--- src/rtl/core/idea_pkg.sv ---
package idea_pkg;

    // Sixteen-bit words per subkey row: four for the key layer, two for the MA structure
    localparam int ROW_KEYS = 6;
    // Row counter width, wide enough for the largest round count plus the output row
    localparam int ROW_W = 4;
    // Key register width and rotation between groups of eight subkeys
    localparam int KEY_W = 128;

    // Configuration register indexes
    localparam logic [1:0] REG_KEY_HIGH = 2'd0;
    localparam logic [1:0] REG_KEY_LOW  = 2'd1;
    localparam logic [1:0] REG_DECRYPT  = 2'd2;

    // Subkey slot codes inside one row
    localparam logic [2:0] SLOT_MUL1 = 3'd0;
    localparam logic [2:0] SLOT_ADD2 = 3'd1;
    localparam logic [2:0] SLOT_ADD3 = 3'd2;
    localparam logic [2:0] SLOT_MUL4 = 3'd3;
    localparam logic [2:0] SLOT_MA5  = 3'd4;
    localparam logic [2:0] SLOT_MA6  = 3'd5;

    typedef enum logic [2:0] {
        ST_IDLE,
        ST_ENC,
        ST_DEC,
        ST_INV,
        ST_INV_WR,
        ST_ROUND,
        ST_XFORM
    } t_state;

    typedef enum logic [3:0] {
        DP_NOP,
        DP_LOAD,
        DP_ENC_WR,
        DP_DEC_WR,
        DP_INV_LOAD,
        DP_INV_STEP,
        DP_INV_WR,
        DP_PH0,
        DP_PH1,
        DP_PH2,
        DP_XFORM
    } t_dp_op;

    typedef struct packed {
        t_dp_op           op;
        logic [ROW_W-1:0] row;
        logic [2:0]       slot;
        logic             last_word;
    } t_dp_cmd;

    typedef struct packed {
        logic need_inv;
    } t_dp_status;

    // Multiplication modulo 2^16+1, the word zero standing for 2^16.
    function automatic logic [15:0] mmul(input logic [15:0] a, input logic [15:0] b);
        logic [31:0] p;
        logic [15:0] lo;
        logic [15:0] hi;
        p  = 32'(a) * 32'(b);
        lo = p[15:0];
        hi = p[31:16];
        if (p != 32'd0) begin
            mmul = lo - hi + 16'(lo < hi);
        end else if (a == 16'd0) begin
            mmul = 16'd1 - b;
        end else begin
            mmul = 16'd1 - a;
        end
    endfunction

endpackage

--- src/rtl/core/idea_ifs.sv ---
interface idea_in_if;
    logic        valid;
    logic        ready;
    logic [63:0] data_block;

    modport source (output valid, output data_block, input ready);
    modport sink   (input valid, input data_block, output ready);
endinterface

interface idea_out_if;
    logic        valid;
    logic        ready;
    logic [63:0] result_block;

    modport source (output valid, output result_block, input ready);
    modport sink   (input valid, input result_block, output ready);
endinterface

--- src/rtl/core/idea_datapath.sv ---
module idea_datapath #(
    parameter int ROUNDS = 8
) (
    input  logic                  i_clk,
    input  idea_pkg::t_dp_cmd     i_cmd,
    input  logic [63:0]           i_data_block,
    input  logic [63:0]           i_key_high,
    input  logic [63:0]           i_key_low,
    input  logic                  i_decrypt,
    output idea_pkg::t_dp_status  o_status,
    output logic [63:0]           o_result_block
);

    localparam int NROWS = ROUNDS + 1;
    localparam int RW    = (NROWS > 1) ? $clog2(NROWS) : 1;
    localparam logic [RW-1:0] LAST_ROW = RW'(ROUNDS);

    // Subkey stores, one row of six words per round plus the output row
    logic [16*idea_pkg::ROW_KEYS-1:0] r_enc [NROWS];
    logic [16*idea_pkg::ROW_KEYS-1:0] r_dec [NROWS];

    logic [idea_pkg::KEY_W-1:0] r_kreg;
    logic [15:0] r_x1, r_x2, r_x3, r_x4, r_t2;
    logic [15:0] r_inv_r, r_inv_b;
    logic [63:0] r_out;

    logic [RW-1:0] w_row;
    logic [RW-1:0] w_src_row;
    logic [RW-1:0] w_rd_row;
    logic          w_keygen;
    logic          w_edge_row;
    logic [2:0]    w_src_slot;
    logic [16*idea_pkg::ROW_KEYS-1:0] w_enc_row;
    logic [15:0]   w_k [idea_pkg::ROW_KEYS];
    logic [15:0]   w_src_val;
    logic          w_is_inv;
    logic          w_is_neg;
    logic [15:0]   w_direct;
    logic [15:0]   w_ma_a, w_mb_a, w_ma_b, w_mb_b;
    logic [15:0]   w_ma, w_mb;
    logic [15:0]   w_t2b;

    assign w_row    = i_cmd.row[RW-1:0];
    assign w_keygen = (i_cmd.op == idea_pkg::DP_DEC_WR) || (i_cmd.op == idea_pkg::DP_INV_LOAD);

    // Decryption row r draws its key layer from encryption row R-r and its
    // MA words from row R-r-1; the two adds swap except on the end rows.
    assign w_edge_row = (w_row == '0) || (w_row == LAST_ROW);
    assign w_src_row  = (i_cmd.slot < idea_pkg::SLOT_MA5) ? (LAST_ROW - w_row)
                                                          : (LAST_ROW - w_row - RW'(1));
    assign w_rd_row   = w_keygen ? w_src_row : w_row;
    assign w_enc_row  = r_enc[w_rd_row];

    always_comb begin
        case (i_cmd.slot)
            idea_pkg::SLOT_ADD2: w_src_slot = w_edge_row ? idea_pkg::SLOT_ADD2 : idea_pkg::SLOT_ADD3;
            idea_pkg::SLOT_ADD3: w_src_slot = w_edge_row ? idea_pkg::SLOT_ADD3 : idea_pkg::SLOT_ADD2;
            default:             w_src_slot = i_cmd.slot;
        endcase
    end

    assign w_src_val = w_enc_row[16*w_src_slot +: 16];
    assign w_is_inv  = (i_cmd.slot == idea_pkg::SLOT_MUL1) || (i_cmd.slot == idea_pkg::SLOT_MUL4);
    assign w_is_neg  = (i_cmd.slot == idea_pkg::SLOT_ADD2) || (i_cmd.slot == idea_pkg::SLOT_ADD3);
    assign w_direct  = w_is_neg ? (16'd0 - w_src_val) : w_src_val;

    assign o_status.need_inv = w_is_inv && (w_src_val > 16'd1);

    // Round keys from the selected set
    always_comb begin
        for (int i = 0; i < idea_pkg::ROW_KEYS; i++) begin
            w_k[i] = i_decrypt ? r_dec[w_row][16*i +: 16] : w_enc_row[16*i +: 16];
        end
    end

    // Operand selection for the two shared multipliers
    always_comb begin
        w_ma_a = r_x1;
        w_ma_b = w_k[idea_pkg::SLOT_MUL1];
        w_mb_a = r_x4;
        w_mb_b = w_k[idea_pkg::SLOT_MUL4];
        case (i_cmd.op)
            idea_pkg::DP_PH1: begin
                w_ma_a = r_x1 ^ r_x3;
                w_ma_b = w_k[idea_pkg::SLOT_MA5];
            end
            idea_pkg::DP_PH2: begin
                w_ma_a = (r_x2 ^ r_x4) + r_t2;
                w_ma_b = w_k[idea_pkg::SLOT_MA6];
            end
            idea_pkg::DP_INV_STEP: begin
                w_ma_a = r_inv_r;
                w_ma_b = r_inv_b;
                w_mb_a = r_inv_b;
                w_mb_b = r_inv_b;
            end
            default: begin
            end
        endcase
    end

    assign w_ma  = idea_pkg::mmul(w_ma_a, w_ma_b);
    assign w_mb  = idea_pkg::mmul(w_mb_a, w_mb_b);
    assign w_t2b = w_ma + r_t2;

    // Data registers and subkey writes
    always_ff @(posedge i_clk) begin
        case (i_cmd.op)
            idea_pkg::DP_LOAD: begin
                r_x1   <= i_data_block[63:48];
                r_x2   <= i_data_block[47:32];
                r_x3   <= i_data_block[31:16];
                r_x4   <= i_data_block[15:0];
                r_kreg <= {i_key_high, i_key_low};
            end
            idea_pkg::DP_ENC_WR: begin
                r_enc[w_row][16*i_cmd.slot +: 16] <= r_kreg[127:112];
                if (i_cmd.last_word) begin
                    r_kreg <= {r_kreg[86:0], r_kreg[127:87]};
                end else begin
                    r_kreg <= {r_kreg[111:0], r_kreg[127:112]};
                end
            end
            idea_pkg::DP_DEC_WR: begin
                r_dec[w_row][16*i_cmd.slot +: 16] <= w_direct;
            end
            idea_pkg::DP_INV_LOAD: begin
                r_inv_r <= 16'd1;
                r_inv_b <= w_src_val;
            end
            idea_pkg::DP_INV_STEP: begin
                r_inv_r <= w_ma;
                r_inv_b <= w_mb;
            end
            idea_pkg::DP_INV_WR: begin
                r_dec[w_row][16*i_cmd.slot +: 16] <= r_inv_r;
            end
            idea_pkg::DP_PH0: begin
                r_x1 <= w_ma;
                r_x2 <= r_x2 + w_k[idea_pkg::SLOT_ADD2];
                r_x3 <= r_x3 + w_k[idea_pkg::SLOT_ADD3];
                r_x4 <= w_mb;
            end
            idea_pkg::DP_PH1: begin
                r_t2 <= w_ma;
            end
            idea_pkg::DP_PH2: begin
                r_x1 <= r_x1 ^ w_ma;
                r_x4 <= r_x4 ^ w_t2b;
                r_x2 <= r_x3 ^ w_ma;
                r_x3 <= w_t2b ^ r_x2;
            end
            idea_pkg::DP_XFORM: begin
                r_out <= {w_ma, r_x3 + w_k[idea_pkg::SLOT_ADD2],
                          r_x2 + w_k[idea_pkg::SLOT_ADD3], w_mb};
            end
            default: begin
            end
        endcase
    end

    assign o_result_block = r_out;

endmodule

--- src/rtl/core/idea_ctrl.sv ---
module idea_ctrl #(
    parameter int ROUNDS = 8
) (
    input  logic                  i_clk,
    input  logic                  i_rst_n,
    input  logic                  i_key_wr,
    input  logic                  i_in_valid,
    output logic                  o_in_ready,
    output logic                  o_out_valid,
    input  logic                  i_out_ready,
    input  idea_pkg::t_dp_status  i_status,
    output idea_pkg::t_dp_cmd     o_cmd
);

    localparam logic [idea_pkg::ROW_W-1:0] LAST_ROW  = idea_pkg::ROW_W'(ROUNDS);
    localparam logic [idea_pkg::ROW_W-1:0] LAST_RND  = idea_pkg::ROW_W'(ROUNDS - 1);

    idea_pkg::t_state r_state, n_state;
    logic [idea_pkg::ROW_W-1:0] r_row, n_row;
    logic [2:0] r_slot, n_slot;
    logic [2:0] r_word, n_word;
    logic [1:0] r_phase, n_phase;
    logic [3:0] r_iter, n_iter;
    logic       r_keys_ready, n_keys_ready;
    logic       r_out_valid, n_out_valid;

    logic w_last_key;
    logic w_row_end;
    logic w_out_free;

    // The output row holds only the four key-layer words
    assign w_last_key = (r_row == LAST_ROW) && (r_slot == idea_pkg::SLOT_MUL4);
    assign w_row_end  = (r_slot == idea_pkg::SLOT_MA6);
    assign w_out_free = !r_out_valid || i_out_ready;

    // Next state
    always_comb begin
        n_state = r_state;
        case (r_state)
            idea_pkg::ST_IDLE: begin
                if (i_in_valid) begin
                    n_state = r_keys_ready ? idea_pkg::ST_ROUND : idea_pkg::ST_ENC;
                end
            end
            idea_pkg::ST_ENC: begin
                if (w_last_key) begin
                    n_state = idea_pkg::ST_DEC;
                end
            end
            idea_pkg::ST_DEC: begin
                if (i_status.need_inv) begin
                    n_state = idea_pkg::ST_INV;
                end else if (w_last_key) begin
                    n_state = idea_pkg::ST_ROUND;
                end
            end
            idea_pkg::ST_INV: begin
                if (r_iter == 4'd15) begin
                    n_state = idea_pkg::ST_INV_WR;
                end
            end
            idea_pkg::ST_INV_WR: begin
                n_state = w_last_key ? idea_pkg::ST_ROUND : idea_pkg::ST_DEC;
            end
            idea_pkg::ST_ROUND: begin
                if ((r_phase == 2'd2) && (r_row == LAST_RND)) begin
                    n_state = idea_pkg::ST_XFORM;
                end
            end
            idea_pkg::ST_XFORM: begin
                if (w_out_free) begin
                    n_state = idea_pkg::ST_IDLE;
                end
            end
            default: n_state = idea_pkg::ST_IDLE;
        endcase
    end

    // Commands and counter updates
    always_comb begin
        o_cmd.op        = idea_pkg::DP_NOP;
        o_cmd.row       = r_row;
        o_cmd.slot      = r_slot;
        o_cmd.last_word = (r_word == 3'd7);
        o_in_ready      = 1'b0;
        n_row           = r_row;
        n_slot          = r_slot;
        n_word          = r_word;
        n_phase         = r_phase;
        n_iter          = r_iter;
        n_keys_ready    = r_keys_ready && !i_key_wr;
        n_out_valid     = r_out_valid && !i_out_ready;
        case (r_state)
            idea_pkg::ST_IDLE: begin
                o_in_ready = 1'b1;
                if (i_in_valid) begin
                    o_cmd.op = idea_pkg::DP_LOAD;
                    n_row    = '0;
                    n_slot   = '0;
                    n_word   = '0;
                    n_phase  = '0;
                end
            end
            idea_pkg::ST_ENC: begin
                o_cmd.op = idea_pkg::DP_ENC_WR;
                n_word   = r_word + 3'd1;
                if (w_last_key) begin
                    n_row  = '0;
                    n_slot = '0;
                end else if (w_row_end) begin
                    n_row  = r_row + 1'b1;
                    n_slot = '0;
                end else begin
                    n_slot = r_slot + 3'd1;
                end
            end
            idea_pkg::ST_DEC, idea_pkg::ST_INV_WR: begin
                if ((r_state == idea_pkg::ST_DEC) && i_status.need_inv) begin
                    o_cmd.op = idea_pkg::DP_INV_LOAD;
                    n_iter   = '0;
                end else begin
                    o_cmd.op = (r_state == idea_pkg::ST_DEC) ? idea_pkg::DP_DEC_WR
                                                             : idea_pkg::DP_INV_WR;
                    if (w_last_key) begin
                        n_row        = '0;
                        n_slot       = '0;
                        n_phase      = '0;
                        n_keys_ready = 1'b1;
                    end else if (w_row_end) begin
                        n_row  = r_row + 1'b1;
                        n_slot = '0;
                    end else begin
                        n_slot = r_slot + 3'd1;
                    end
                end
            end
            idea_pkg::ST_INV: begin
                o_cmd.op = idea_pkg::DP_INV_STEP;
                n_iter   = r_iter + 4'd1;
            end
            idea_pkg::ST_ROUND: begin
                case (r_phase)
                    2'd0:    o_cmd.op = idea_pkg::DP_PH0;
                    2'd1:    o_cmd.op = idea_pkg::DP_PH1;
                    default: o_cmd.op = idea_pkg::DP_PH2;
                endcase
                if (r_phase == 2'd2) begin
                    n_phase = '0;
                    n_row   = r_row + 1'b1;
                end else begin
                    n_phase = r_phase + 2'd1;
                end
            end
            idea_pkg::ST_XFORM: begin
                if (w_out_free) begin
                    o_cmd.op    = idea_pkg::DP_XFORM;
                    n_out_valid = 1'b1;
                end
            end
            default: begin
            end
        endcase
    end

    always_ff @(posedge i_clk) begin
        if (!i_rst_n) begin
            r_state      <= idea_pkg::ST_IDLE;
            r_row        <= '0;
            r_slot       <= '0;
            r_word       <= '0;
            r_phase      <= '0;
            r_iter       <= '0;
            r_keys_ready <= 1'b0;
            r_out_valid  <= 1'b0;
        end else begin
            r_state      <= n_state;
            r_row        <= n_row;
            r_slot       <= n_slot;
            r_word       <= n_word;
            r_phase      <= n_phase;
            r_iter       <= n_iter;
            r_keys_ready <= n_keys_ready;
            r_out_valid  <= n_out_valid;
        end
    end

    assign o_out_valid = r_out_valid;

endmodule

--- src/rtl/core/idea_block_cipher_top.sv ---
// An accepted block runs all rounds and the output transform before its result is offered.
// After a key write the first block also waits for subkey expansion: the encryption set is
// written first, then the decryption set, each multiplicative subkey above 1 being inverted first.
// Only one block is in flight: a new block is accepted only once the last result is registered.
// Each round takes three passes of the shared multipliers, one per dependent multiplication. Reset
// is synchronous and active low; it clears the key and mode registers and marks the subkeys stale.
module idea_block_cipher_top #(
    parameter int ROUNDS = 8
) (
    input  logic        i_clk,
    input  logic        i_rst_n,
    idea_in_if.sink     i_in,
    idea_out_if.source  o_out,
    input  logic        psel,
    input  logic        penable,
    input  logic        pwrite,
    input  logic [4:0]  paddr,
    input  logic [63:0] pwdata,
    output logic [63:0] prdata,
    output logic        pready
);

    logic [63:0] r_key_high;
    logic [63:0] r_key_low;
    logic        r_decrypt;
    logic        w_wr;
    logic [1:0]  w_idx;
    logic        w_key_wr;

    idea_pkg::t_dp_cmd    w_cmd;
    idea_pkg::t_dp_status w_status;

    // Configuration registers, one 64-bit slot each
    assign pready   = 1'b1;
    assign w_idx    = paddr[4:3];
    assign w_wr     = psel && penable && pwrite;
    assign w_key_wr = w_wr && ((w_idx == idea_pkg::REG_KEY_HIGH) ||
                               (w_idx == idea_pkg::REG_KEY_LOW));

    always_ff @(posedge i_clk) begin
        if (!i_rst_n) begin
            r_key_high <= '0;
            r_key_low  <= '0;
            r_decrypt  <= 1'b0;
        end else if (w_wr) begin
            case (w_idx)
                idea_pkg::REG_KEY_HIGH: r_key_high <= pwdata;
                idea_pkg::REG_KEY_LOW:  r_key_low  <= pwdata;
                idea_pkg::REG_DECRYPT:  r_decrypt  <= pwdata[0];
                default: begin
                end
            endcase
        end
    end

    // Register read-back
    always_comb begin
        case (w_idx)
            idea_pkg::REG_KEY_HIGH: prdata = r_key_high;
            idea_pkg::REG_KEY_LOW:  prdata = r_key_low;
            idea_pkg::REG_DECRYPT:  prdata = {63'd0, r_decrypt};
            default:                prdata = '0;
        endcase
    end

    idea_ctrl #(.ROUNDS(ROUNDS)) u_ctrl (
        .i_clk       (i_clk),
        .i_rst_n     (i_rst_n),
        .i_key_wr    (w_key_wr),
        .i_in_valid  (i_in.valid),
        .o_in_ready  (i_in.ready),
        .o_out_valid (o_out.valid),
        .i_out_ready (o_out.ready),
        .i_status    (w_status),
        .o_cmd       (w_cmd)
    );

    idea_datapath #(.ROUNDS(ROUNDS)) u_dp (
        .i_clk          (i_clk),
        .i_cmd          (w_cmd),
        .i_data_block   (i_in.data_block),
        .i_key_high     (r_key_high),
        .i_key_low      (r_key_low),
        .i_decrypt      (r_decrypt),
        .o_status       (w_status),
        .o_result_block (o_out.result_block)
    );

endmodule

--- src/flat_wrapper.sv ---
// flat-port wrapper written by rule: the top's interface ports become plain ports
module idea_block_cipher_top_flat 
#(
    parameter int ROUNDS = 8
)
  (i_clk, i_rst_n, psel, penable, pwrite, paddr, pwdata, prdata, pready, i_in_valid, i_in_data_block, i_in_ready, o_out_valid, o_out_result_block, o_out_ready);
  idea_in_if i_in_i ();
  idea_out_if o_out_i ();
  input  logic i_clk;
  input  logic i_rst_n;
  input  logic psel;
  input  logic penable;
  input  logic pwrite;
  input  logic [4:0] paddr;
  input  logic [63:0] pwdata;
  output logic [63:0] prdata;
  output logic pready;
  input wire logic [$bits(i_in_i.valid)-1:0] i_in_valid;
  input wire logic [$bits(i_in_i.data_block)-1:0] i_in_data_block;
  output wire logic [$bits(i_in_i.ready)-1:0] i_in_ready;
  output wire logic [$bits(o_out_i.valid)-1:0] o_out_valid;
  output wire logic [$bits(o_out_i.result_block)-1:0] o_out_result_block;
  input wire logic [$bits(o_out_i.ready)-1:0] o_out_ready;
  assign i_in_i.valid = i_in_valid;
  assign i_in_i.data_block = i_in_data_block;
  assign i_in_ready = i_in_i.ready;
  assign o_out_valid = o_out_i.valid;
  assign o_out_result_block = o_out_i.result_block;
  assign o_out_i.ready = o_out_ready;
  idea_block_cipher_top #(.ROUNDS(ROUNDS)) u_core (.i_clk(i_clk), .i_rst_n(i_rst_n), .i_in(i_in_i), .o_out(o_out_i), .psel(psel), .penable(penable), .pwrite(pwrite), .paddr(paddr), .pwdata(pwdata), .prdata(prdata), .pready(pready));
endmodule
--- config.mk ---
export PLATFORM = sky130hd
export DESIGN_NAME = idea_block_cipher_top_flat
export DESIGN_NICKNAME = d
export VERILOG_FILES = /design/src/rtl/core/idea_pkg.sv /design/src/rtl/core/idea_ifs.sv /design/src/rtl/core/idea_datapath.sv /design/src/rtl/core/idea_ctrl.sv /design/src/rtl/core/idea_block_cipher_top.sv /design/src/flat_wrapper.sv
export SDC_FILE = /design/constraint.sdc
export NUM_CORES = 2
export LEC_CHECK = 0
export BUFFER_PORTS_ARGS = -buffer_cell sky130_fd_sc_hd__buf_4
export CAP_MARGIN = 20
export CORE_ASPECT_RATIO = 0.9
export CORE_UTILIZATION = 65
export CTS_BUF_LIST = sky130_fd_sc_hd__clkbuf_8
export DETAILED_ROUTE_END_ITERATION = 7
export PLACE_DENSITY_LB_ADDON = 0.25
export SYNTH_ARGS = -nofsm -noshare
export SYNTH_HDL_FRONTEND = slang
export SYNTH_HIERARCHICAL = 1
export SYNTH_SLANG_ARGS = --single-unit
--- constraint.sdc ---
create_clock -name i_clk -period 24.3 [get_ports i_clk]
set_input_delay 4.86 -clock i_clk [delete_from_list [all_inputs] [get_ports i_clk]]
set_output_delay 4.86 -clock i_clk [all_outputs]
set_load 0.01 [all_outputs]
==> flow_metrics.tcl <==
set metrics [dict create \
    routed-via-count 85100 \
    post-route-cell-area_um2 134000 \
    timing.max_cap.violations 0 \
    detail-route-antenna-nets 0 \
    violations "DRC, setup timing" \
    top_level_ports 271 \
    clock_skew_ps 136 \
    clk_pin_slew_ps 50 \
    port_buffers 266 \
    rsz0062_at_grt "no" \
    detail_route.wirelength_um 384000 \
    layout.core_utilization_pct 75.0 \
    worst_pin_slew_ps 1360 \
    first_global_vias 82300 \
    antenna_found_initial 29 \
    timing.final.crit_share_pct 102 \
    layout_commonest_cell "sky130_fd_sc_hd__edfxtp_1" \
    synth-edff-count 2032 \
    yosysTopAreaCell "sky130_fd_sc_hd__edfxtp_1" \
    cp_max_fanout 41 \
    asyncSetResetFlopFracSynth_pct 0 \
    net_count_of_the_mapped_netlist 10200 \
    grt_start_max_net_pins 212 \
    synth_seq_area_share_pct 54.2 \
    clock_tree.htree_level_count 5 \
    global_route.overflow_total 0 \
    crit_path_max_incr_delay_ps 590 \
    critPathArrivalTime_ps 25620 \
    cpMostUsedCell "sky130_fd_sc_hd__buf_4" \
    synth_top_flop_cell "sky130_fd_sc_hd__edfxtp_1" \
    max_slew_headroom_pct 8.61 \
    insertion_delay_ps 1120 \
    timing_max_transition_violations_final 0 \
    netlist-cell-type-count 122 \
    grt_util_all_layers_pct 41.7 \
    start_util_pct 65.8 \
    layout-drive-gt1-share_pct 19.1 \
    synth_seq_cells 2182 \
    wire_length_of_the_first_global_routing_pass_um 549000 \
    clock_sink_count 2182 \
    hold_class "reg -> reg" \
    detailedRoute.firstIterationViolations 12000 \
    finalWeightedCongestion 1.04 \
    synth_top_area_share_pct 51.7 \
    route.detailed.wl_per_inst_um 29.9 \
    final_nets 11100 \
    fp.dieW_um 451 \
    tritoncts.num_buffers 349 \
    detailed_place.area_um2 128000 \
    hold_viol 0 \
    syn-instance-count 9234 \
    crit_path_start_kind "input port" \
    drtPass1Iterations 8 \
    finalCriticalPeriod_ps 24880 \
    dieHeight_um 406 \
    die-area_um2 183000 \
    syn_to_final_growth_pct 13.9 \
    count_of_endpoints_failing_setup_in_the_final_report 12 \
    clk_root_buffer_cell "sky130_fd_sc_hd__clkbuf_8" \
    postSynthAreaPerCell_um2 12.8 \
    worst-setup-path-type "in -> reg" \
    clock.fmax_ghz 0.0402 \
    layout.cells.most_common_list "sky130_fd_sc_hd__edfxtp_1 (2032), sky130_fd_sc_hd__buf_4 (1032), sky130_fd_sc_hd__nand2_1 (997)" \
    drc_errors 51 \
    clockBufferDepth 4 \
    post-dp-hpwl_um 280000 \
    number_of_synthesis_warnings 6 \
    core_area_um2 179000 \
    core.rowCount 147 \
    crit_path_end_kind "register" \
    critical_path_required_ps 25040 \
    area_of_the_mapped_netlist_um2 118000 \
    setup_slack_after_layout_ps -583 \
    post_drt_via_cell_ratio 6.63 \
    yosys-top-cells-area "sky130_fd_sc_hd__edfxtp_1 (52%), sky130_fd_sc_hd__fa_1 (7.0%), sky130_fd_sc_hd__mux4_2 (5.7%)" \
    slowest_stage "sky130_fd_sc_hd__mux4_2" \
    run_status "finished, violations left" \
    tritoncts "done" \
]
worst max-delay path: cells and delay by family:
| family | cells | cell delay, ps |
|---|---|---|
| AOI/OAI and AO/OA | 28 | 6460 |
| adders and majority gates | 13 | 4900 |
| buffers and inverters | 23 | 3700 |
| and+or+nand+nor | 16 | 2710 |
| muxes | 5 | 2030 |
| xor gates and xnor gates | 4 | 790 |
synth_stat cells (36+ instances only):
master / number
sky130_fd_sc_hd__o21a_1: 36
sky130_fd_sc_hd__a21o_1: 76
sky130_fd_sc_hd__nand2b_1: 98
sky130_fd_sc_hd__and2_1: 130
sky130_fd_sc_hd__nor2b_1: 54
sky130_fd_sc_hd__a21oi_1: 381
sky130_fd_sc_hd__a211oi_1: 99
sky130_fd_sc_hd__a31oi_1: 58
sky130_fd_sc_hd__o21ai_0: 310
sky130_fd_sc_hd__o211ai_1: 46
sky130_fd_sc_hd__buf_2: 84
sky130_fd_sc_hd__and3_1: 72
sky130_fd_sc_hd__clkbuf_1: 322
sky130_fd_sc_hd__a22oi_1: 62
sky130_fd_sc_hd__nor2_1: 799
sky130_fd_sc_hd__xor2_1: 96
sky130_fd_sc_hd__inv_1: 546
sky130_fd_sc_hd__mux2i_1: 605
sky130_fd_sc_hd__buf_1: 63
sky130_fd_sc_hd__xnor2_1: 190
sky130_fd_sc_hd__edfxtp_1: 2032
sky130_fd_sc_hd__dfxtp_1: 150
sky130_fd_sc_hd__mux4_2: 298
sky130_fd_sc_hd__ha_1: 382
sky130_fd_sc_hd__o21bai_1: 38
sky130_fd_sc_hd__nand3_1: 97
sky130_fd_sc_hd__nor3_1: 76
sky130_fd_sc_hd__nand2_1: 1000
sky130_fd_sc_hd__fa_1: 410
flip-flops by register name, indices dropped and copies added (netlist names), 64 cells and up:
| signal | flops |
|---|---|
| u_core/r_key_high | 64 |
| u_core/r_key_low | 64 |
| u_core/u_dp/r_kreg | 128 |
| u_core/u_dp/r_dec | 864 |
| u_core/u_dp/r_enc | 864 |
| u_core/u_dp/o_result_block | 64 |
through the flow:
step / std cells / setup slack [ps] / hold WS [ps] / setup TNS (ps)
6_report: 12800 / -583 / 476 / -4330
2_1_floorplan: 9234 / 1950 / 447 / 0
5_1_grt: 12800 / 412 / 490 / 0
3_3_place_gp: 12200 / 653 / 460 / 0
3_5_place_dp: 12200 / -1600 / 465 / -21990
4_1_cts: 12800 / 80.8 / 474 / 0
cells by family after synthesis:
kind of cell	count (synthesis)	share of synthesized area, %
compound gates	1475	8.33
xor+xnor	288	2.16
fa+ha+maj	792	11.0
buf+inv	1068	3.75
flops	2182	54.2
mux	932	11.1
other cells	1	0.00318
simple gates	2496	9.41
final cells by class:
class	count	area, um2
Clock inverter	227	1090
Fill cell	11300	44900
Inverter	553	2080
Clock buffer	370	5090
Antenna cell	23	57.6
Sequential cell	2182	64000
Timing Repair Buffer	1108	9110
Tap cell	2384	2980
Multi-Input combinational cell	5984	50000
path summary, 6_finish.rpt:
check | from | to | slack (ps) | depth (start not counted)
worst max-delay path | o_out_ready | u_core/u_dp/r_x4[15] | -580 | 89
worst min-delay path | u_core/r_key_high[49] | u_core/r_key_high[49] | 480 | 2
worst max register to register | u_core/u_ctrl/r_state[0] | u_core/u_dp/r_x4[15] | 1920 | 89
worst min register to register | u_core/r_key_high[49] | u_core/r_key_high[49] | 480 | 2
what timing repair did:
| action | CTS | global route |
|---|---|---|
| gates resized for setup | 9 | 4 |
| pin swaps | 3 | 2 |
| hold buffers | 0 | 0 |
| buffers inserted | 1 | 1 |
| setup endpoints to repair | 12 | 27 |
layer usage:
layer	vias up	global-route usage (%)	wire [um]
met5	-	0.265	289
met4	34	23.5	26100
met3	1393	13.3	54600
met2	6415	61.1	166000
met1	41600	55.3	137000
li1	35700	-	-
Power is not shown: default switching activity piles up to over one toggle a cycle in this logic, so the estimate is an artifact.
